--- config.mk ---
export PLATFORM = sky130hd
export DESIGN_NAME = ubx_frame_receiver_servo_dispatch
export DESIGN_NICKNAME = d
export VERILOG_FILES = /design/src/hdl/ubxsd_pkg.sv /design/src/hdl/ubxsd_front.sv /design/src/hdl/ubxsd_queue.sv /design/src/hdl/ubxsd_back.sv /design/src/hdl/ubx_frame_receiver_servo_dispatch.sv
export SDC_FILE = /design/constraint.sdc
export NUM_CORES = 1
export LEC_CHECK = 0
export ABC_AREA = 1
export BUFFER_PORTS_ARGS = -buffer_cell sky130_fd_sc_hd__buf_2
export CELL_PAD_IN_SITES_DETAIL_PLACEMENT = 0
export CELL_PAD_IN_SITES_GLOBAL_PLACEMENT = 2
export CORE_MARGIN = 1
export CORE_UTILIZATION = 25
export CTS_CLUSTER_DIAMETER = 50
export DETAILED_ROUTE_END_ITERATION = 6
export GPL_ROUTABILITY_DRIVEN = 0
export PLACE_DENSITY = 0.52
export REMOVE_ABC_BUFFERS = 1
export SYNTH_ARGS = -nofsm -noshare
export SYNTH_HDL_FRONTEND = slang
export SYNTH_SLANG_ARGS = --single-unit
--- constraint.sdc ---
create_clock -name aclk -period 12.82 [get_ports aclk]
set_input_delay 2.564 -clock aclk [delete_from_list [all_inputs] [get_ports aclk]]
set_output_delay 2.564 -clock aclk [all_outputs]
set_load 0.01 [all_outputs]
--- src/hdl/ubxsd_pkg.sv ---
// shared types and constants for the framed servo command receiver
// no dependencies
package ubxsd_pkg;

    localparam int MAX_PAYLOAD = 1024;
    localparam int SERVO_COUNT = 6;
    localparam int SERVO_BYTES = 12;
    localparam int BIDX_W      = $clog2(SERVO_BYTES);
    localparam int QUEUE_DEPTH = 2;
    localparam int ADDR_W      = 3;

    localparam logic [7:0]  SYNC_FIRST  = 8'hB5;
    localparam logic [7:0]  SYNC_SECOND = 8'h62;
    localparam logic [7:0]  ID_START    = 8'h11;
    localparam logic [7:0]  ID_SERVO    = 8'h13;
    localparam logic [7:0]  CLASS_RESET = 8'h10;
    localparam logic [15:0] LIMIT_RESET = 16'd2000;

    localparam logic REG_CLASS = 1'b0;
    localparam logic REG_LIMIT = 1'b1;

    typedef enum logic [2:0] {
        KIND_SERVO   = 3'd0,
        KIND_START   = 3'd1,
        KIND_CKERR   = 3'd2,
        KIND_REJECT  = 3'd3,
        KIND_TOOLONG = 3'd4
    } kind_t;

    typedef struct packed {
        kind_t                    kind;
        logic [7:0]               count;
        logic [SERVO_BYTES*8-1:0] bytes;
    } job_t;

endpackage

--- src/hdl/ubxsd_front.sv ---
// byte parser: sync hunt, header, payload capture and checksum
// emits one job per finished frame or error; uses ubxsd_pkg
module ubxsd_front #(
    parameter int MAX_PAYLOAD = ubxsd_pkg::MAX_PAYLOAD
) (
    input  logic              aclk,
    input  logic              aresetn,
    input  logic              in_valid,
    output logic              in_ready,
    input  logic [7:0]        rx_byte,
    input  logic [7:0]        accepted_class,
    input  logic              q_full,
    output logic              job_valid,
    output ubxsd_pkg::job_t   job
);

    typedef enum logic [9:0] {
        PH_HUNT1     = 10'b0000000001,
        PH_HUNT2     = 10'b0000000010,
        PH_CLASS     = 10'b0000000100,
        PH_ID        = 10'b0000001000,
        PH_LEN_LO    = 10'b0000010000,
        PH_LEN_HI    = 10'b0000100000,
        PH_PAYLOAD   = 10'b0001000000,
        PH_CK_A      = 10'b0010000000,
        PH_CK_B_GOOD = 10'b0100000000,
        PH_CK_B_BAD  = 10'b1000000000
    } phase_t;

    phase_t      phase_reg, phase_next;
    logic [15:0] length_reg, length_next;
    logic [15:0] count_reg, count_next;
    logic [7:0]  sum_a_reg, sum_a_next;
    logic [7:0]  sum_b_reg, sum_b_next;
    logic [7:0]  class_reg, class_next;
    logic [7:0]  id_reg, id_next;
    logic [7:0]  handled_reg, handled_next;
    logic [7:0]  bytes_reg [ubxsd_pkg::SERVO_BYTES];
    logic [7:0]  bytes_next [ubxsd_pkg::SERVO_BYTES];

    logic        take;
    logic        emit;
    logic [7:0]  sa_add, sb_add;
    logic [15:0] len_full;
    logic [15:0] count_inc;
    ubxsd_pkg::kind_t kind;

    assign in_ready  = !q_full;
    assign take      = in_valid && in_ready;
    assign sa_add    = sum_a_reg + rx_byte;
    assign sb_add    = sum_b_reg + sa_add;
    assign len_full  = {rx_byte, length_reg[7:0]};
    assign count_inc = count_reg + 16'd1;

    always_comb begin
        phase_next   = phase_reg;
        length_next  = length_reg;
        count_next   = count_reg;
        sum_a_next   = sum_a_reg;
        sum_b_next   = sum_b_reg;
        class_next   = class_reg;
        id_next      = id_reg;
        handled_next = handled_reg;
        bytes_next   = bytes_reg;
        emit         = 1'b0;
        kind         = ubxsd_pkg::KIND_REJECT;
        case (phase_reg)
            PH_HUNT1: begin
                if (rx_byte == ubxsd_pkg::SYNC_FIRST) phase_next = PH_HUNT2;
            end
            PH_HUNT2: begin
                if (rx_byte == ubxsd_pkg::SYNC_SECOND) begin
                    phase_next  = PH_CLASS;
                    sum_a_next  = 8'd0;
                    sum_b_next  = 8'd0;
                    count_next  = 16'd0;
                    length_next = 16'd0;
                    for (int i = 0; i < ubxsd_pkg::SERVO_BYTES; i++) bytes_next[i] = 8'd0;
                end else if (rx_byte != ubxsd_pkg::SYNC_FIRST) begin
                    phase_next = PH_HUNT1;
                end
            end
            PH_CLASS: begin
                class_next = rx_byte;
                sum_a_next = sa_add;
                sum_b_next = sb_add;
                phase_next = PH_ID;
            end
            PH_ID: begin
                id_next    = rx_byte;
                sum_a_next = sa_add;
                sum_b_next = sb_add;
                phase_next = PH_LEN_LO;
            end
            PH_LEN_LO: begin
                length_next = {8'd0, rx_byte};
                sum_a_next  = sa_add;
                sum_b_next  = sb_add;
                phase_next  = PH_LEN_HI;
            end
            PH_LEN_HI: begin
                length_next = len_full;
                sum_a_next  = sa_add;
                sum_b_next  = sb_add;
                if (len_full > 16'(MAX_PAYLOAD)) begin
                    emit       = 1'b1;
                    kind       = ubxsd_pkg::KIND_TOOLONG;
                    phase_next = PH_HUNT1;
                end else if (len_full == 16'd0) begin
                    phase_next = PH_CK_A;
                end else begin
                    phase_next = PH_PAYLOAD;
                end
            end
            PH_PAYLOAD: begin
                if (count_reg < 16'(ubxsd_pkg::SERVO_BYTES))
                    bytes_next[count_reg[ubxsd_pkg::BIDX_W-1:0]] = rx_byte;
                sum_a_next = sa_add;
                sum_b_next = sb_add;
                count_next = count_inc;
                if (count_inc >= length_reg) phase_next = PH_CK_A;
            end
            PH_CK_A: begin
                phase_next = (rx_byte == sum_a_reg) ? PH_CK_B_GOOD : PH_CK_B_BAD;
            end
            PH_CK_B_GOOD, PH_CK_B_BAD: begin
                emit       = 1'b1;
                phase_next = PH_HUNT1;
                if (phase_reg == PH_CK_B_BAD || rx_byte != sum_b_reg) begin
                    kind = ubxsd_pkg::KIND_CKERR;
                end else if (class_reg != accepted_class) begin
                    kind = ubxsd_pkg::KIND_REJECT;
                end else if (id_reg == ubxsd_pkg::ID_START) begin
                    kind         = ubxsd_pkg::KIND_START;
                    handled_next = handled_reg + 8'd1;
                end else if (id_reg == ubxsd_pkg::ID_SERVO) begin
                    kind         = ubxsd_pkg::KIND_SERVO;
                    handled_next = handled_reg + 8'd1;
                end else begin
                    kind = ubxsd_pkg::KIND_REJECT;
                end
            end
            default: begin
                phase_next = PH_HUNT1;
            end
        endcase
    end

    always_comb begin
        job_valid = take && emit;
        job.kind  = kind;
        job.count = handled_next;
        for (int i = 0; i < ubxsd_pkg::SERVO_BYTES; i++) job.bytes[8*i +: 8] = bytes_reg[i];
    end

    always_ff @(posedge aclk) begin
        if (!aresetn) begin
            phase_reg   <= PH_HUNT1;
            handled_reg <= 8'd0;
        end else if (take) begin
            phase_reg   <= phase_next;
            handled_reg <= handled_next;
        end
    end

    always_ff @(posedge aclk) begin
        if (take) begin
            length_reg <= length_next;
            count_reg  <= count_next;
            sum_a_reg  <= sum_a_next;
            sum_b_reg  <= sum_b_next;
            class_reg  <= class_next;
            id_reg     <= id_next;
            bytes_reg  <= bytes_next;
        end
    end

endmodule

--- src/hdl/ubxsd_queue.sv ---
// short job queue between the parser and the result dispatcher
// uses ubxsd_pkg
module ubxsd_queue #(
    parameter int DEPTH = ubxsd_pkg::QUEUE_DEPTH
) (
    input  logic            aclk,
    input  logic            aresetn,
    input  logic            push,
    input  ubxsd_pkg::job_t push_data,
    output logic            full,
    input  logic            pop,
    output logic            head_valid,
    output ubxsd_pkg::job_t head_data
);

    localparam int PTR_W = (DEPTH > 1) ? $clog2(DEPTH) : 1;
    localparam int CNT_W = $clog2(DEPTH + 1);

    ubxsd_pkg::job_t   mem_reg [DEPTH];
    logic [PTR_W-1:0]  wr_ptr_reg, rd_ptr_reg;
    logic [CNT_W-1:0]  fill_reg;

    assign full       = (fill_reg == CNT_W'(DEPTH));
    assign head_valid = (fill_reg != '0);
    assign head_data  = mem_reg[rd_ptr_reg];

    function automatic logic [PTR_W-1:0] ptr_inc(input logic [PTR_W-1:0] p);
        ptr_inc = (p == PTR_W'(DEPTH - 1)) ? '0 : p + PTR_W'(1);
    endfunction

    always_ff @(posedge aclk) begin
        if (!aresetn) begin
            wr_ptr_reg <= '0;
            rd_ptr_reg <= '0;
            fill_reg   <= '0;
        end else begin
            if (push) wr_ptr_reg <= ptr_inc(wr_ptr_reg);
            if (pop) rd_ptr_reg <= ptr_inc(rd_ptr_reg);
            if (push && !pop) fill_reg <= fill_reg + CNT_W'(1);
            else if (pop && !push) fill_reg <= fill_reg - CNT_W'(1);
        end
    end

    always_ff @(posedge aclk) begin
        if (push) mem_reg[wr_ptr_reg] <= push_data;
    end

endmodule

--- src/hdl/ubxsd_back.sv ---
// result dispatcher: expands queued jobs into result items with clamping
// output register on the result channel; uses ubxsd_pkg
module ubxsd_back #(
    parameter int SERVO_COUNT = ubxsd_pkg::SERVO_COUNT
) (
    input  logic            aclk,
    input  logic            aresetn,
    input  logic            head_valid,
    input  ubxsd_pkg::job_t head_data,
    output logic            pop,
    input  logic [15:0]     position_limit,
    output logic            m_valid,
    input  logic            m_ready,
    output logic [2:0]      m_result_kind,
    output logic [2:0]      m_servo_index,
    output logic [15:0]     m_pulse_width,
    output logic [7:0]      m_commands_done,
    output logic            m_last_of_run
);

    logic        valid_reg;
    logic [2:0]  idx_reg;
    logic [2:0]  kind_reg;
    logic [2:0]  index_reg;
    logic [15:0] pos_reg;
    logic [7:0]  done_reg;
    logic        last_reg;

    logic        is_servo;
    logic        last;
    logic        load;
    logic [15:0] word;
    logic [15:0] clamped;

    assign is_servo = (head_data.kind == ubxsd_pkg::KIND_SERVO);
    assign last     = !is_servo || (idx_reg == 3'(SERVO_COUNT - 1));
    assign load     = head_valid && (!valid_reg || m_ready);
    assign pop      = load && last;
    assign word     = head_data.bytes[{idx_reg, 4'b0000} +: 16];
    assign clamped  = (word > position_limit) ? position_limit : word;

    always_ff @(posedge aclk) begin
        if (!aresetn) begin
            valid_reg <= 1'b0;
            idx_reg   <= 3'd0;
        end else begin
            if (load) valid_reg <= 1'b1;
            else if (m_ready) valid_reg <= 1'b0;
            if (load) idx_reg <= last ? 3'd0 : idx_reg + 3'd1;
        end
    end

    always_ff @(posedge aclk) begin
        if (load) begin
            kind_reg  <= head_data.kind;
            index_reg <= is_servo ? idx_reg : 3'd0;
            pos_reg   <= is_servo ? clamped : 16'd0;
            done_reg  <= head_data.count;
            last_reg  <= last;
        end
    end

    assign m_valid         = valid_reg;
    assign m_result_kind   = kind_reg;
    assign m_servo_index   = index_reg;
    assign m_pulse_width   = pos_reg;
    assign m_commands_done = done_reg;
    assign m_last_of_run   = last_reg;

endmodule

--- src/hdl/ubx_frame_receiver_servo_dispatch.sv ---
// Framed servo command receiver. One received byte is taken per clock cycle;
// the parser stalls the byte stream only when the two-entry job queue is full.
// A servo set frame yields SERVO_COUNT result items, drained one per cycle by
// the dispatcher while m_ready is high; every other outcome yields one item.
// Result items pass from the queue head through the dispatcher's output
// register. Registers: 0x0 accepted class (reset 0x10), 0x4 position limit
// (reset 2000), written over the APB port.
module ubx_frame_receiver_servo_dispatch #(
    parameter int MAX_PAYLOAD = ubxsd_pkg::MAX_PAYLOAD,
    parameter int SERVO_COUNT = ubxsd_pkg::SERVO_COUNT
) (
    input  logic                         aclk,
    input  logic                         aresetn,
    input  logic                         s_valid,
    output logic                         s_ready,
    input  logic [7:0]                   s_rx_byte,
    output logic                         m_valid,
    input  logic                         m_ready,
    output logic [2:0]                   m_result_kind,
    output logic [2:0]                   m_servo_index,
    output logic [15:0]                  m_pulse_width,
    output logic [7:0]                   m_commands_done,
    output logic                         m_last_of_run,
    input  logic                         psel,
    input  logic                         penable,
    input  logic                         pwrite,
    input  logic [ubxsd_pkg::ADDR_W-1:0] paddr,
    input  logic [31:0]                  pwdata,
    output logic [31:0]                  prdata,
    output logic                         pready
);

    logic [7:0]      class_reg;
    logic [15:0]     limit_reg;
    logic            cfg_wr;

    logic            q_push, q_full, q_pop, q_head_valid;
    ubxsd_pkg::job_t q_push_data, q_head_data;

    assign pready = 1'b1;
    assign cfg_wr = psel && penable && pwrite && pready;

    always_ff @(posedge aclk) begin
        if (!aresetn) begin
            class_reg <= ubxsd_pkg::CLASS_RESET;
            limit_reg <= ubxsd_pkg::LIMIT_RESET;
        end else if (cfg_wr) begin
            case (paddr[2])
                ubxsd_pkg::REG_CLASS: class_reg <= pwdata[7:0];
                ubxsd_pkg::REG_LIMIT: limit_reg <= pwdata[15:0];
                default: ;
            endcase
        end
    end

    always_comb begin
        case (paddr[2])
            ubxsd_pkg::REG_CLASS: prdata = {24'd0, class_reg};
            ubxsd_pkg::REG_LIMIT: prdata = {16'd0, limit_reg};
            default:              prdata = 32'd0;
        endcase
    end

    ubxsd_front #(
        .MAX_PAYLOAD(MAX_PAYLOAD)
    ) u_front (
        .aclk          (aclk),
        .aresetn       (aresetn),
        .in_valid      (s_valid),
        .in_ready      (s_ready),
        .rx_byte       (s_rx_byte),
        .accepted_class(class_reg),
        .q_full        (q_full),
        .job_valid     (q_push),
        .job           (q_push_data)
    );

    ubxsd_queue #(
        .DEPTH(ubxsd_pkg::QUEUE_DEPTH)
    ) u_queue (
        .aclk      (aclk),
        .aresetn   (aresetn),
        .push      (q_push),
        .push_data (q_push_data),
        .full      (q_full),
        .pop       (q_pop),
        .head_valid(q_head_valid),
        .head_data (q_head_data)
    );

    ubxsd_back #(
        .SERVO_COUNT(SERVO_COUNT)
    ) u_back (
        .aclk           (aclk),
        .aresetn        (aresetn),
        .head_valid     (q_head_valid),
        .head_data      (q_head_data),
        .pop            (q_pop),
        .position_limit (limit_reg),
        .m_valid        (m_valid),
        .m_ready        (m_ready),
        .m_result_kind  (m_result_kind),
        .m_servo_index  (m_servo_index),
        .m_pulse_width  (m_pulse_width),
        .m_commands_done(m_commands_done),
        .m_last_of_run  (m_last_of_run)
    );

    a_no_overflow: assert property (@(posedge aclk) disable iff (!aresetn)
        !(q_push && q_full && !q_pop))
        else $error("job queue overflow");

    a_servo_index: assert property (@(posedge aclk) disable iff (!aresetn)
        (m_valid && m_result_kind == ubxsd_pkg::KIND_SERVO)
            |-> (m_servo_index < 3'(SERVO_COUNT)))
        else $error("servo index out of range");

    a_plain_zero: assert property (@(posedge aclk) disable iff (!aresetn)
        (m_valid && m_result_kind != ubxsd_pkg::KIND_SERVO)
            |-> (m_servo_index == 3'd0 && m_pulse_width == 16'd0 && m_last_of_run))
        else $error("non-servo item malformed");

endmodule
======== After elaboration in Yosys (flattened, before gate mapping) ========
Memories as Yosys holds them, arrays and structs flattened. A register that Yosys moved wholly into a read port is not among the register bits.
Index checks and enable logic that the tools add are counted.
storage, ports and cells
  register bits after elaboration ......... 241
  bits in writable memories ............... 214
  word-level logic and storage cells ...... 162
  memories ................................ 1
cells by class
  add/subtract/negate cells ............... 9
  magnitude comparators ................... 6
  equality and inequality tests ........... 25
  shifts and indexed selects .............. 1
  muxes and demuxes ....................... 46
  bitwise gates (word level) .............. 3
  reductions and logical operators ........ 38
memory list
  name             words  bits a word  rd ports  clocked after Yosys merged registers in  wr ports  RTL line           RTL
  u_queue.mem_reg  2      107          1         1                                        1         ubxsd_queue.sv:19  ubxsd_pkg::job_t mem_reg [DEPTH];
operator list
  kind                                                                                count
  96-bit 2-to-1 mux                                                                   2
  96-bit case mux with 2 select lines                                                 1
  96-bit bitwise mux                                                                  1
  96-bit by 8-bit indexed part select with 16-bit output                              1
  10-bit case mux with 8 select lines                                                 1
  8-bit 2-to-1 mux                                                                    8
  32-bit case mux with 2 select lines                                                 1
  10-bit 2-to-1 mux                                                                   6
  16-bit case mux with 3 select lines                                                 1
  8-bit demux with 4-bit select                                                       1
  16-bit 2-to-1 mux                                                                   2
  16-bit case mux with 2 select lines                                                 1
  8-bit case mux with 2 select lines                                                  2
  16-bit by 1-bit adder with 16-bit output (second input constant)                    1
  8-bit adder                                                                         2
  8-bit by 5-bit == test with 1-bit output (second input constant)                    2
  16-bit greater-or-equal comparator                                                  1
  16-bit by 11-bit greater-than comparator with 1-bit output (second input constant)  1
  16-bit greater-than comparator                                                      1
  16-bit logical NOT                                                                  1
  16-bit by 4-bit less-than comparator with 1-bit output (second input constant)      1
  8-bit != test                                                                       2
  3-bit 2-to-1 mux                                                                    5
  4-bit AND reduction                                                                 3
  41 further kinds                                                                    80

======== Logic depth before layout (Yosys ltp) ========
Gate-level depths: netlist of the first run.
  depth after elaboration ................. 8
  depth in mapped cells ................... 21
  depth with buffers taken out ............ 21

======== Cells and area by module ========
Synthesis of the first run repeated with hierarchy kept, for this count alone.
unflattened totals
  cell total of the unflattened synthesis .. 2111
  area, all modules ....................... 22200.0 µm²
by module, submodules not included
  module                             instances  cells each  area each (µm²)  sequential area each (µm²)
  ubxsd_front                        1          1178        10094.7          5165.0
  ubxsd_queue                        1          368         8062.7           6526.3
  ubxsd_back                         1          365         2752.6           1011.0
  ubx_frame_receiver_servo_dispatch  1          200         1290.0           480.5

======== Least setup slack after synthesis of the first run ========
OpenSTA, ideal clock, no wires.
  path kind ............................... input -> register
  from .................................... in s_rx_byte[5]
  to ...................................... reg u_front.bytes_reg, in the netlist u_front.job[0] (enable)
  setup time .............................. 0.697 ns
  arrival time ............................ 11.237 ns
  required time ........................... 12.123 ns
  slack ................................... 0.886 ns
  stages on the path ...................... 8
  buffers on the path ..................... 1
  path through ............................ buf_2 -> clkinv_2 -> nor3_1 -> nand4_1 -> nand2_1 -> nand2_1 -> a21oi_1 -> a21boi_0
between the ends
  longest elaborated chain between the ends .. 3
RTL lines
  what                                                       RTL line                                 RTL
  from (decl)                                                ubx_frame_receiver_servo_dispatch.sv:16  input logic [7:0] s_rx_byte,
  8-bit by 7-bit == test with 1-bit output                   ubxsd_front.sv:72                        if (rx_byte == ubxsd_pkg::SYNC_SECOND) begin
  2-bit by 1-bit != test with 1-bit output (no source line)  -
  4-bit AND reduction (no source line)                       -
  to (signal assigned)                                       ubxsd_front.sv:174                       bytes_reg <= bytes_next;
  to (decl)                                                  ubxsd_front.sv:38                        logic [7:0] bytes_reg [ubxsd_pkg::SERVO_BYTES];
No other way between the ends.
A chain may end at the register's enable or synchronous reset.

======== Worst setup path after layout of the first run ========
  from .................................... in paddr[2] (netlist bit)
  to ...................................... out prdata[5]
between the ends
  longest elaborated chain between the ends .. 2
RTL lines
  what                                     RTL line                                 RTL
  from (decl)                              ubx_frame_receiver_servo_dispatch.sv:27  input logic [ubxsd_pkg::ADDR_W-1:0] paddr,
  1-bit NOT (no source line)               -
  32-bit case mux with 2 select lines (*)  ubx_frame_receiver_servo_dispatch.sv:57  case (paddr[2])
  to (decl)                                ubx_frame_receiver_servo_dispatch.sv:29  output logic [31:0] prdata,
Mark *: on every way between the ends. The rest lies on a longest branch, timed or not. The select of a mux whose other input is x is not followed.

==> results of run 1 <==
through the flow:
stage | hold slack, ns | total power [mW] | instances | worst slack, ns
CTS | 0.4636 | 5.162 | 3421 | 6.420
global placement | 0.4544 | 2.970 | 3279 | 6.047
detailed placement | 0.4585 | 2.975 | 3279 | 6.016
finish | 0.4617 | 5.070 | 3422 | 6.542
floorplan | 0.4454 | 2.500 | 2032 | 1.091
global route | 0.4806 | 5.348 | 3421 | 6.395
cell type report:
| cell class | count | area share (%) |
|---|---|---|
| clock buffer | 94 | 8.024 |
| multi-input combinational | 1339 | 26.75 |
| antenna | 1 | 0.009726 |
| timing repair buffer | 113 | 2.519 |
| clock inverter | 48 | 2.461 |
| tap | 1134 | 5.515 |
| inverter | 237 | 3.472 |
| sequential | 456 | 51.25 |
cell usage after synthesis (all sizes together), types with 2 or more instances:
cell    number
edfxtp     405
nand2      378
nor2       277
inv        235
o21ai      207
a21oi      128
nand4       84
clkbuf      70
nand3       60
ha          54
dfxtp       51
buf         50
o22ai       27
o221ai      21
nor3        18
xor2        14
o211ai      11
xnor2        8
nor4         5
or2          5
o21a         4
a21o         3
a31oi        2
and2         2
and3         2
clkinv       2
conb         2
fa           2
nand3b       2
nor3b        2
o21bai       2
critical path: stages:
cell	delay, ns
buf_2	0.32
inv_1	0.20
o21ai_0	0.40
buf_2	0.22
kinds of logic (layout without fill, tap and decap cells):
group | count (synthesis) | count (layout) | synth area share [%]
AO/OA/AOI/OAI | 409 | 409 | 10.41
other | 2 | 18 | 0.03506
AND/OR/NAND/NOR | 835 | 835 | 16.95
buffers and inverters | 357 | 492 | 6.787
flip-flops | 456 | 456 | 61.54
XOR/XNOR | 22 | 22 | 0.9346
adder cells (fa/ha/maj) | 56 | 56 | 3.341
worst paths after layout:
path / to / slack, ns / cells past startpoint
worst max-delay path: prdata[5] / 6.54 / 4
worst min-delay path: u_queue.mem_reg[0][40]$_DFFE_PP_ / 0.46 / 0
worst max register to register: u_back.m_pulse_width[15]$_SDFFCE_PP0P_ / 8.16 / 16
worst min register to register: u_queue.mem_reg[0][40]$_DFFE_PP_ / 0.46 / 0
metal layers:
metal | up-vias | routed length, µm | global-route usage [%]
met1 | 7401 | 30900 | 20.06
met5 | - | 0 | 0
met4 | 0 | 1388 | 4.230
met2 | 269 | 32630 | 26.90
met3 | 91 | 2367 | 2.617
li1 | 7552 | - | -
where the power goes:
group          internal [mW]  switching (mW)  total (mW)
combinational          0.299           0.796        1.09
clock                   1.38           0.771        2.15
sequential              1.76          0.0662        1.82
==> metrics.md, run 1 <==
| Metric | Value |
|---|---|
| Max-cap check violation count | 0 |
| CTS tree | built |
| Clock-pin slew on the worst setup and hold paths | 0.06 ns |
| CP arrival | 3.71 ns |
| Fillers | 8693 |
| YS warnings | 0 |
| CP Class | primary input to output pin |
| #FFs+latches synth | 456 |
| Worst hold path startpoint | u_front.job[40]$_SDFFCE_PP0P_ |
| Final Hold Vio Count | 0 |
| RSZ-0062 raised after global routing | no |
| Maximum number of pins on one net before global-route repair | 65 |
| Final #Nets | 2332 |
| Slew headroom | 34.47% |
| Final critical-path required period | 6.278 ns |
| DR WL/cell | 19.66 µm |
| CP startpoint | paddr[2] |
| Tightest Pin Transition | 0.9793 ns |
| LEAKAGE | 10.19 nW |
| Maximum VDD drop | 0.00009314 V |
| Post-layout util | 30.55% |
| Synth Cell Area | 21420 µm² |
| CTS buffer count | 79 |
| Layout cell share with drive strength beyond 1 | 12.64% |
| Starting Density | 25.43% |
| Outcome | complete, no violations |
| First-pass GRT wire length | 100300 µm |
| Register area share after synthesis | 61.54% |
| Slew Viols, Final | 0 |
| Area share of the largest cell type after synthesis | 56.78% |
| Max reg flops | 214 |
| CP Launch Type | primary input |
| CP required | 10.26 ns |
| Multi-input gate area | 6882 µm² |
| Ys flop type | edfxtp_1 |
| Critical Path End Type | output pin |
| DRT antenna net count | 0 |
| Initial antenna violation count | 2 |
| Area post-placement | 23030 µm² |
| Routed vias | 15.31k |
| Post-Syn Instances | 2137 |
| R2R Path Start | u_back.idx_reg[0]$_SDFFE_PN0P_ |
| Number of remaining DRC errors | 0 |
| Synth area leader | edfxtp_1 |
| Post-CTS setup buffers | 0 |
| Post-CTS Resized | 0 |
| Die width | 294.7 µm |
| Skew final | 0.03261 ns |
| Most frequent cells in the layout | edfxtp_1, nand2_1, nor2_1 |
| Port Buffer Count | 80 |
| DR pass1 iterations | 5 |
| Die footprint | 86860 µm² |
| Top cells by area, synth | edfxtp_1, nand2_1, dfxtp_1, o21ai_0, nor2_1 |
| Worst Hold Class | flip-flop to flip-flop |
| H-Tree Level Count | 3 |
| Number of flops mapped to enable cells by yosys | 405 |
| # setup viols final | 0 |
| Global route overflow | 0 |
| Vias in the first global route | 15.44k |
| Max Clk Rate | 0.1593 GHz |
| Clock Tree Root | clkbuf_16 |
| Placement Rows | 106 |
| Clock buffer depth | 3 |
| Netlist cell types | 53 |
| Core box area | 84220 µm² |
| Post-route cell area | 25730 µm² |
| Worst-path maximum fanout | 20 |
| Sequential Area | 13190 µm² |
| P per Cell Area | 197.1 nW/µm² |
| Post-Route Setup TNS | 0 ns |
| Routed vias/inst | 4.475 |
| Gr usage total | 15.62% |
| Synth async-reset ratio | 0% |
| Worst-skew pair later-pin latency | 0.62 ns |
| Clock sinks | 456 |
| # hold bufs at CTS | 0 |
| Die Y-Extent | 294.7 µm |
| Mean Syn Cell Area | 10.02 µm² |
| Area Growth Syn to Fin | 20.11% |
| Final WL | 67290 µm |
| # IOs | 116 |
| Most common cell after layout, fill and taps aside | edfxtp_1 |
| Final period utilization | 48.97% |
| DP HPWL | 42820 µm |
| Initial drt markers | 839 |
(Power assumes the default switching activity.)
==> run 2: changes to the inputs <==
Settings changed: PLACE_DENSITY 0.52 to 0.54.
Clock period 12.82 ns to 5.3 ns, I/O delays scaled along.
==> run 2 against run 1 <==
  * Non-clock buffer count grew 12
  * Critical path depth grew 11
  * Final cell count is essentially flat
  * Worst hold slack lost 0.0010 ns
  * Setup slack lost 5.3 ns
  * Critical path type is now flip-flop to flip-flop
==> metrics.md, run 2 (same netlist as run 1, synthesis figures left out) <==
| Metric | Value |
|---|---|
| Final Hold Vio Count | 0 |
| Routed vias | 15.62k |
| Outcome | complete, no violations |
| Final #Nets | 2339 |
| Max-cap check violation count | 0 |
| Fillers | 8724 |
| Gr usage total | 15.34% |
| Global route overflow | 0 |
| H-Tree Level Count | 3 |
| R2r endpoint | u_back.m_pulse_width[9]$_SDFFCE_PP0P_ |
| Worst-skew pair later-pin latency | 0.62 ns |
| Critical Path End Type | flip-flop |
| Clock buffer depth | 3 |
| CTS buffer count | 74 |
| Vias in the first global route | 15.63k |
| Tightest Pin Transition | 1.036 ns |
| Layout cell share with drive strength beyond 1 | 13.05% |
| Initial antenna violation count | 1 |
| Most frequent cells in the layout | edfxtp_1, nand2_1, nor2_1 |
| # hold bufs at CTS | 0 |
| P per Cell Area | 466.7 nW/µm² |
| # setup viols final | 0 |
| LEAKAGE | 10.17 nW |
| Initial drt markers | 1078 |
| CTS tree | built |
| Worst Hold Class | flip-flop to flip-flop |
| Slew Viols, Final | 0 |
| Final hold slack | 0.4607 ns |
| Routed vias/inst | 4.560 |
| Clock sinks | 456 |
| Port Buffer Count | 80 |
| Max reg flops | 214 |
| Post-CTS setup buffers | 0 |
| Maximum number of pins on one net before global-route repair | 108 |
| Worst hold path startpoint | u_front.job[76]$_SDFFCE_PP0P_ |
| First-pass GRT wire length | 98880 µm |
| CP required | 5.76 ns |
| Final period utilization | 77.27% |
| Worst-path maximum fanout | 51 |
| Die Y-Extent | 294.7 µm |
| Number of remaining DRC errors | 0 |
| Antenna Cells | 0 |
| # IOs | 116 |
| Hold path cells | 0 |
| DRT antenna net count | 0 |
| Slew headroom | 30.91% |
| Worst R2R Setup Slack | 1.20 ns |
| CP arrival | 4.56 ns |
| Die footprint | 86860 µm² |
| DR pass1 iterations | 5 |
| Skew final | 0.03155 ns |
| CP Class | flip-flop to flip-flop |
| Final WL | 66400 µm |
| Die width | 294.7 µm |
| DR WL/cell | 19.39 µm |
| Final critical-path required period | 4.095 ns |
| FF-to-FF path depth | 15 |
| Clock Tree Root | clkbuf_16 |
| Maximum VDD drop | 0.0002278 V |
| Starting Density | 25.43% |
| Placement Rows | 106 |
| Post-route cell area | 25710 µm² |
| Max Clk Rate | 0.2442 GHz |
| Clock-pin slew on the worst setup and hold paths | 0.06 ns |
| Worst Hold End | u_queue.mem_reg[0][76]$_DFFE_PP_ |
| CP Launch Type | flip-flop |
| Post-CTS Resized | 0 |
| Area Growth Syn to Fin | 20.01% |
| RSZ-0062 raised after global routing | no |
| R2R Path Start | u_back.idx_reg[0]$_SDFFE_PN0P_ |
| DP HPWL | 42600 µm |
| Core box area | 84220 µm² |
| Most common cell after layout, fill and taps aside | edfxtp_1 |
| Area post-placement | 23210 µm² |
[run 2: changes by cell type in the layout (fill, tap and decap cells not counted), sizes merged]
cell      previous run  this run
buf                113       125
clkbuf              94        84
clkinvlp             6        10
clkinv              26        23
inv                242       245
bufinv              11         9
diode                1         0
[run 2: power breakdown]
part / switching, mW / internal [mW] / leakage (nW)
registers: 0.162 / 4.24 / 4.09
clock network: 1.84 / 3.07 / 1.19
logic: 1.91 / 0.772 / 4.88
total: 3.91 / 8.09 / 10.2
[run 2: area by class of cell]
type / count / area [µm²] / share of cell area [%]
clock inverters: 50 / 590.6 / 2.297
clock buffers: 84 / 1911 / 7.432
well taps: 1134 / 1419 / 5.519
multi-input cells: 1339 / 6882 / 26.77
repair buffers: 125 / 825.8 / 3.212
flip-flops and latches: 456 / 13190 / 51.29
inverters: 237 / 893.4 / 3.475
[run 2: through the flow]
stage / power, mW / util (%) / setup WS, ns / std cells / TNS, ns
final: 12.00 / 30.52 / 1.205 / 3425 / 0
after global routing: 12.65 / 30.52 / 0.8549 / 3425 / 0
after CTS: 12.20 / 30.52 / 1.213 / 3425 / 0
after detailed placement: 7.227 / 27.55 / 1.240 / 3291 / 0
after global placement: 7.227 / 27.55 / 1.164 / 3291 / 0
after floorplan: 6.048 / - / -5.402 / 2032 / -821.87
[run 2: worst max path at each step]
stage,slack (ns),cells after the start,from,endpoint
3_3_place_gp,1.16,15,u_back.idx_reg[0]$_SDFFE_PN0P_,u_back.m_pulse_width[11]$_SDFFCE_PP0P_
6_report,1.20,15,u_back.idx_reg[0]$_SDFFE_PN0P_,u_back.m_pulse_width[9]$_SDFFCE_PP0P_
5_1_grt,0.85,15,u_back.idx_reg[0]$_SDFFE_PN0P_,u_back.m_pulse_width[3]$_SDFFCE_PP0P_
3_5_place_dp,1.24,15,u_back.idx_reg[0]$_SDFFE_PN0P_,u_back.m_pulse_width[9]$_SDFFCE_PP0P_
2_1_floorplan,-5.40,6,u_front.phase_reg[8]$_SDFFE_PN0P_,u_front.job[0]$_SDFFCE_PP0P_
4_1_cts,1.21,15,u_back.idx_reg[0]$_SDFFE_PN0P_,u_back.m_pulse_width[9]$_SDFFCE_PP0P_
[run 2: routing by layer]
layer	vias to the layer above	part of all wire, %	track usage (%)
met5	-	0	0
met1	7595	45	19.71
li1	7567	-	-
met2	350	48	26.01
met3	105	5.5	3.099
met4	0	2.1	4.179
[run 2: worst max-delay path, cell delays in order (launching register included)]
cell	delay, ns
dfxtp_1	0.65
inv_1	0.15
buf_12	0.21
o21ai_0	0.15
o221ai_1	0.20
nand3_1	0.21
o21ai_0	0.32
ha_1	0.43
nand2_1	0.07
nor4_1	0.30
o21ai_0	0.14
nand2_1	0.09
nand2_2	0.20
inv_1	0.48
nor2_1	0.11
nor2_1	0.12
